[config.mk]
export PLATFORM = sky130hd
export DESIGN_NAME = sorted_priority_queue_top
export DESIGN_NICKNAME = d
export VERILOG_FILES = /design/src/hw/rtl/spq_pkg.sv /design/src/hw/rtl/spq_cell.sv /design/src/hw/rtl/sorted_priority_queue_top.sv
export SDC_FILE = /design/constraint.sdc
export NUM_CORES = 2
export LEC_CHECK = 0
export BUFFER_PORTS_ARGS = -buffer_cell sky130_fd_sc_hd__buf_2
export CAP_MARGIN = 25
export CORE_MARGIN = 2
export CORE_UTILIZATION = 45
export DETAILED_ROUTE_END_ITERATION = 16
export PLACE_DENSITY = 0.71
export RECOVER_POWER = 25
export SLEW_MARGIN = 20
export SYNTH_ARGS = -nofsm -noshare
export SYNTH_HDL_FRONTEND = slang
export SYNTH_SLANG_ARGS = --single-unit
[constraint.sdc]
create_clock -name clk_i -period 8.73 [get_ports clk_i]
set_input_delay 1.3095 -clock clk_i [delete_from_list [all_inputs] [get_ports clk_i]]
set_output_delay 1.3095 -clock clk_i [all_outputs]
set_load 0.1 [all_outputs]
[src/hw/rtl/spq_pkg.sv]
// Shared constants and types for the sorted priority queue.
package spq_pkg;

  localparam int unsigned CapacityDef = 16;
  localparam int unsigned TagW        = 32;
  localparam int unsigned PrioW       = 16;
  localparam int unsigned OccW        = 5;

  typedef enum logic {
    KIND_INSERT = 1'b0,
    KIND_REMOVE = 1'b1
  } kind_e;

  // Per-cycle command that is broadcast to every cell in the chain.
  typedef struct packed {
    logic             ins;
    logic             rem;
    logic [TagW-1:0]  tag;
    logic [PrioW-1:0] prio;
  } spq_ctrl_t;

endpackage

[src/hw/rtl/spq_cell.sv]
// One slot of the sorted chain: holds an entry and trades it with its neighbors.
module spq_cell (
  input  logic                       clk_i,
  input  spq_pkg::spq_ctrl_t         ctrl_i,
  input  logic                       live_i,
  input  logic                       left_keep_i,
  input  logic [spq_pkg::TagW-1:0]   left_tag_i,
  input  logic [spq_pkg::PrioW-1:0]  left_prio_i,
  input  logic [spq_pkg::TagW-1:0]   right_tag_i,
  input  logic [spq_pkg::PrioW-1:0]  right_prio_i,
  output logic                       keep_o,
  output logic [spq_pkg::TagW-1:0]   tag_o,
  output logic [spq_pkg::PrioW-1:0]  prio_o
);

  logic [spq_pkg::TagW-1:0]  tag_q, tag_d;
  logic [spq_pkg::PrioW-1:0] prio_q, prio_d;

  // A live entry of greater or equal priority stays ahead of the new one.
  assign keep_o = live_i && (prio_q >= ctrl_i.prio);

  always_comb begin
    tag_d  = tag_q;
    prio_d = prio_q;
    priority if (ctrl_i.rem) begin
      tag_d  = right_tag_i;
      prio_d = right_prio_i;
    end else if (ctrl_i.ins && !keep_o) begin
      if (left_keep_i) begin
        tag_d  = ctrl_i.tag;
        prio_d = ctrl_i.prio;
      end else begin
        tag_d  = left_tag_i;
        prio_d = left_prio_i;
      end
    end else begin
      tag_d  = tag_q;
      prio_d = prio_q;
    end
  end

  always_ff @(posedge clk_i) begin
    tag_q  <= tag_d;
    prio_q <= prio_d;
  end

  assign tag_o  = tag_q;
  assign prio_o = prio_q;

endmodule

[src/hw/rtl/sorted_priority_queue_top.sv]
// Top level of the sorted priority queue built as a chain of entry cells.
// The result of a command appears with done_o in the cycle after the transfer.
// Throughput: one command per cycle; busy never rises, so start may stay high.
// Every cell compares the new priority at once and shifts in that same cycle.
// Reset clears the live count, the result strobe and the error flags; cell contents stay undefined.
// The receiver cannot stall, so each result is shown for exactly one cycle.
module sorted_priority_queue_top #(
  parameter int unsigned Capacity = spq_pkg::CapacityDef
) (
  input  logic                       clk_i,
  input  logic                       rst_ni,
  input  logic                       start,
  output logic                       busy,
  input  logic                       kind_i,
  input  logic [spq_pkg::TagW-1:0]   new_tag_i,
  input  logic [spq_pkg::PrioW-1:0]  new_priority_i,
  output logic                       done_o,
  output logic [spq_pkg::TagW-1:0]   head_tag_o,
  output logic [spq_pkg::PrioW-1:0]  head_priority_o,
  output logic                       head_valid_o,
  output logic [spq_pkg::OccW-1:0]   occupancy_o,
  output logic                       is_full_flag_o,
  output logic                       rejected_o,
  output logic                       nothing_removed_o
);

  localparam int unsigned CntW = $clog2(Capacity + 1);
  localparam logic [CntW-1:0] CntFull = CntW'(Capacity);

  logic [CntW-1:0] count_q, count_d;
  logic            done_q;
  logic            rejected_q, rejected_d;
  logic            empty_rm_q, empty_rm_d;
  logic            is_full, queue_empty, accept;

  spq_pkg::spq_ctrl_t ctrl;

  logic [Capacity-1:0]        keep;
  logic [Capacity-1:0]        live;
  logic [spq_pkg::TagW-1:0]   cell_tag  [Capacity];
  logic [spq_pkg::PrioW-1:0]  cell_prio [Capacity];
  logic [31:0]                count_ext;

  assign busy        = 1'b0;
  assign accept      = start && !busy;
  assign is_full     = (count_q == CntFull);
  assign queue_empty = (count_q == '0);

  always_comb begin
    ctrl.ins   = accept && (spq_pkg::kind_e'(kind_i) == spq_pkg::KIND_INSERT) && !is_full;
    ctrl.rem   = accept && (spq_pkg::kind_e'(kind_i) == spq_pkg::KIND_REMOVE) && !queue_empty;
    ctrl.tag   = new_tag_i;
    ctrl.prio  = new_priority_i;
    rejected_d = accept && (spq_pkg::kind_e'(kind_i) == spq_pkg::KIND_INSERT) && is_full;
    empty_rm_d = accept && (spq_pkg::kind_e'(kind_i) == spq_pkg::KIND_REMOVE) && queue_empty;
    count_d    = count_q;
    priority if (ctrl.ins) begin
      count_d = count_q + CntW'(1);
    end else if (ctrl.rem) begin
      count_d = count_q - CntW'(1);
    end else begin
      count_d = count_q;
    end
  end

  for (genvar i = 0; i < Capacity; i++) begin : g_cell
    logic                      left_keep;
    logic [spq_pkg::TagW-1:0]  left_tag, right_tag;
    logic [spq_pkg::PrioW-1:0] left_prio, right_prio;

    assign live[i] = (CntW'(i) < count_q);

    if (i == 0) begin : g_first
      assign left_keep = 1'b1;
      assign left_tag  = new_tag_i;
      assign left_prio = new_priority_i;
    end else begin : g_inner
      assign left_keep = keep[i-1];
      assign left_tag  = cell_tag[i-1];
      assign left_prio = cell_prio[i-1];
    end

    if (i == Capacity - 1) begin : g_last
      assign right_tag  = cell_tag[i];
      assign right_prio = cell_prio[i];
    end else begin : g_body
      assign right_tag  = cell_tag[i+1];
      assign right_prio = cell_prio[i+1];
    end

    spq_cell u_cell (
      .clk_i        (clk_i),
      .ctrl_i       (ctrl),
      .live_i       (live[i]),
      .left_keep_i  (left_keep),
      .left_tag_i   (left_tag),
      .left_prio_i  (left_prio),
      .right_tag_i  (right_tag),
      .right_prio_i (right_prio),
      .keep_o       (keep[i]),
      .tag_o        (cell_tag[i]),
      .prio_o       (cell_prio[i])
    );
  end

  always_ff @(posedge clk_i or negedge rst_ni) begin
    if (!rst_ni) begin
      count_q    <= '0;
      done_q     <= 1'b0;
      rejected_q <= 1'b0;
      empty_rm_q <= 1'b0;
    end else begin
      count_q    <= count_d;
      done_q     <= accept;
      rejected_q <= rejected_d;
      empty_rm_q <= empty_rm_d;
    end
  end

  assign count_ext         = 32'(count_q);
  assign done_o            = done_q;
  assign head_valid_o      = !queue_empty;
  assign head_tag_o        = queue_empty ? '0 : cell_tag[0];
  assign head_priority_o   = queue_empty ? '0 : cell_prio[0];
  assign occupancy_o       = count_ext[spq_pkg::OccW-1:0];
  assign is_full_flag_o    = is_full;
  assign rejected_o        = rejected_q;
  assign nothing_removed_o = empty_rm_q;

  // Kept cells always form a prefix of the chain, since entries stay sorted.
  a_keep_prefix: assert property (@(posedge clk_i) disable iff (!rst_ni)
    ((keep >> 1) & ~keep) == '0)
    else $error("keep flags do not form a prefix");

  a_count_range: assert property (@(posedge clk_i) disable iff (!rst_ni)
    count_q <= CntFull)
    else $error("live count exceeds capacity");

  a_done_follows: assert property (@(posedge clk_i) disable iff (!rst_ni)
    accept |=> done_o)
    else $error("missing result after transfer");

  a_reject_full: assert property (@(posedge clk_i) disable iff (!rst_ni)
    rejected_o |-> (is_full && $stable(count_q)))
    else $error("rejected insert changed the queue");

  a_flags_excl: assert property (@(posedge clk_i) disable iff (!rst_ni)
    !(rejected_o && nothing_removed_o))
    else $error("both error flags set");

endmodule
==> metrics.md <==
| Metric | Value |
|---|---|
| Port Buffers | `109` |
| Core area | `around 100000 sq um` |
| Final Setup Violations | `0` |
| Slew Limit Fails | `379` |
| CTS Buf Count | `83` |
| Via count | `36700` |
| Iter 0 DRT Violations | `5674` |
| Mapped Cells | `4335` |
| Worst-Margin Slew | `3.04 ns` |
| Commonest non-fill, non-tap cells in the layout | `o211ai_1, edfxtp_1, nand2_1` |
| Clk Latency, worst-skew pair | `0.65 ns` |
| Tmin final | `6.89 ns` |
| Skew final | `0.0153 ns` |
| Total track usage | `26.0%` |
| Global-route wire length before repair | `between 200 and 250 mm` |
| Crit. Startpoint | `new_priority_i[13]` |
| Register share of total power | `40.3%` |
| Die Wd | `322 um` |
| Largest net degree at the start of global routing | `~230` |
| Number of synthesized flops with an enable pin | `between 700 and 800` |
| Outcome | `finished with violations` |
| Max Buffers Root-to-Sink | `3` |
| Synth area leaders | `edfxtp_1, o211ai_1, ha_1` |
| Row count | `about 120` |
| Layout Area Growth over Synthesis | `8.76%` |
| Min-Delay Path Class | `reg -> reg` |
| Pre-antenna DRT Iters | `6` |
| FF+latch count, synth | `about 780` |
| Worst setup EP type | `register` |
| Top FF cell, synth | `edfxtp_1` |
| Hold Vio Cnt, Final | `0` |
| H-tree depth | `3` |
| Initial Util | `45.4%` |
| CTS clk-pin slew, worst paths | `approximately 0.060 ns` |
| Critical path required time | `9.07 ns` |
| Slew HR | `-103%` |
| CTS tree | `done` |
| Layout cells sized above 1 | `8.05%` |
| Setup ws final | `1.84 ns` |
| Reg2Reg Setup Slack | `2.11 ns` |
| Fraction of registers with async set/reset | `1.03%` |
| DP Wirelength | `95.9 mm` |
| Setup Fix Bufs, Post-CTS | `0` |
| Crit path to | `g_cell[14].u_cell.tag_o[20]` |
| Residual DRC | `0` |
| Crit path arrival time | `7.23 ns` |
| P_sw | `~7.3 mW` |
| Final worst-path cycle share | `about four fifths` |
| Commonest non-fill, non-tap cell in the layout | `o211ai_1` |
| Peak Freq | `approximately 150 MHz` |
| Die H | `~320 um` |
| Internal power | `10.4 mW` |
| Avg Cell Area, Syn | `10.5 sq um` |
| Synthesized Nets | `around 4600` |
| Leakage | `16.8 nW` |
| Max-capacitance violation count | `9` |
| Type of origin of the critical path | `primary input` |
| Number of distinct library cells after synthesis | `58` |
| Pwr Density | `approximately 360 nW/um^2` |
| Vias in the first global route | `between 30000 and 40000` |
| Worst r2r dst | `g_cell[5].u_cell.prio_o[4]` |
| Clock share of power | `19.2%` |
| Post-place setup slack | `3.00 ns` |
| Cts repair resizes | `0` |
| Final GP Congestion | `0.896` |
| Fin nets | `4475` |
| Root buffer cell | `clkbuf_16` |
| Total Wirelength | `137 mm` |
| Worst VDD drop | `0.264 mV` |
| Area leader, netlist | `edfxtp_1` |
| CTS sink count | `776` |
| Comb pwr share | `40.6%` |
| Ports | `111` |
| Initial antenna violation count | `8` |
| Overflow after GRT | `0` |
| Mean routed wirelength per cell | `24.8 um` |
| Ys Warns | `0` |
| Hold buffer count at CTS | `0` |
| CP Class | `in -> reg` |
| R2R cell count | `10` |
| Via-to-Cell Ratio | `6.64` |
| Count of antenna-violating nets left after detailed routing | `0` |
| Yosys top cell area share | `roughly half` |
| Worst r2r src | `occupancy_o[0]` |
| Max Fanout on Critical Path | `50` |
| Die area | `104000 sq um` |
| Net Sw Frac | `41.1%` |
| Sequential area share after synthesis | `about 51%` |
| Final TNS setup | `0 ns` |
| RSZ-0062 raised after global routing | `false` |
| Failing checks | `max-capacitance violations, max-slew violations` |
| Mapped cell area | `45500 sq um` |
[Yosys cell counts, types with 58 or more instances]
| library cell | number |
|---|---|
| mux2i_1 | 96 |
| and2_1 | 96 |
| o21ai_0 | 165 |
| nand3_1 | 74 |
| clkbuf_1 | 350 |
| nand2_1 | 736 |
| a211oi_1 | 63 |
| ha_1 | 259 |
| buf_2 | 87 |
| o221ai_1 | 58 |
| nor2_1 | 87 |
| o211ai_1 | 811 |
| edfxtp_1 | 768 |
| a21oi_1 | 120 |
| inv_1 | 85 |
| a31oi_1 | 62 |
| nand4_1 | 84 |
[metrics by stage]
stage	area, sq um	total power [mW]	util [%]	hold slack, ns	std cells
floorplan	45500	12.1	-	0.510	4335
global placement	46800	13.9	46.8	0.527	5370
detailed placement	46900	14.2	46.8	0.528	5372
CTS	49400	17.5	49.3	0.486	5518
global route	49400	18.6	49.4	0.559	5527
finish	49400	17.7	49.4	0.545	5530
[layout make-up]
class | count | area, sq um
multi-input combinational | 3018 | 20400
tap | 1298 | 1620
clock inverter | 42 | 315
inverter | 85 | 319
antenna | 7 | 17.5
sequential | 776 | 23300
fill | 8982 | 50700
timing repair buffer | 200 | 1320
clock buffer | 104 | 2200
[cell families (layout without fill, tap and decap cells)]
family | after synthesis | after routing | share of synthesized area [%]
adder cells (fa/ha/maj) | 259 | 259 | 7.13
AND/OR/NAND/NOR | 1136 | 1136 | 11.0
buffers and inverters | 541 | 431 | 4.75
other | 1 | 8 | 0.00825
XOR/XNOR | 4 | 4 | 0.0771
AO/OA/AOI/OAI | 1522 | 1522 | 23.8
multiplexers | 96 | 96 | 2.11
flip-flops | 776 | 776 | 51.2
[metal layers]
layer | vias to the layer above | global-route usage (%) | wire length [um]
met5 | - | 0 | 0
li1 | 16600 | - | -
met1 | 17800 | 41.1 | 62500
met2 | 2144 | 36.6 | 56900
met4 | 0 | 6.13 | 2770
met3 | 173 | 4.33 | 15300
[power groups by stage]
stage | registers [mW] | logic, mW | clock network, mW
6_report | 7.12 | 7.17 | 3.39
2_1_floorplan | 6.82 | 5.27 | 0
4_1_cts | 7.07 | 7.04 | 3.42
3_5_place_dp | 7.14 | 7.02 | 0
5_1_grt | 7.25 | 7.82 | 3.55
3_3_place_gp | 7.09 | 6.82 | 0
[state kept, by name, summed over array words and instances, names as in the netlist]
register / flops
done_o: 1
g_cell.u_cell.prio_o: 256
g_cell.u_cell.tag_o: 512
nothing_removed_o: 1
occupancy_o: 5
rejected_o: 1
[how the worst min path moves through the flow]
| stage | startpoint | to | slack [ns] | cells past startpoint |
|---|---|---|---|---|
| 3_3_place_gp | occupancy_o[2] | occupancy_o[2] | 0.53 | 1 |
| 3_5_place_dp | occupancy_o[2] | occupancy_o[2] | 0.53 | 1 |
| 6_report | occupancy_o[2] | occupancy_o[2] | 0.54 | 1 |
| 5_1_grt | occupancy_o[2] | occupancy_o[2] | 0.56 | 1 |
| 4_1_cts | rst_ni | done_o | 0.49 | 1 |
| 2_1_floorplan | g_cell[1].u_cell.tag_o[31] | g_cell[0].u_cell.tag_o[31] | 0.51 | 2 |
[critical path, cell delays in order]
cell and delay [ns]:
clkbuf_1 0.19, inv_1 0.37, clkbuf_1 0.71, ha_1 0.27, and4_2 0.21, clkbuf_1 2.12
nand2_1 0.17, or4_2 0.66, buf_4 0.36, nand4_1 0.18, o211ai_1 0.14, buf_4 0.43
Power figures use the tool's default switching activity.
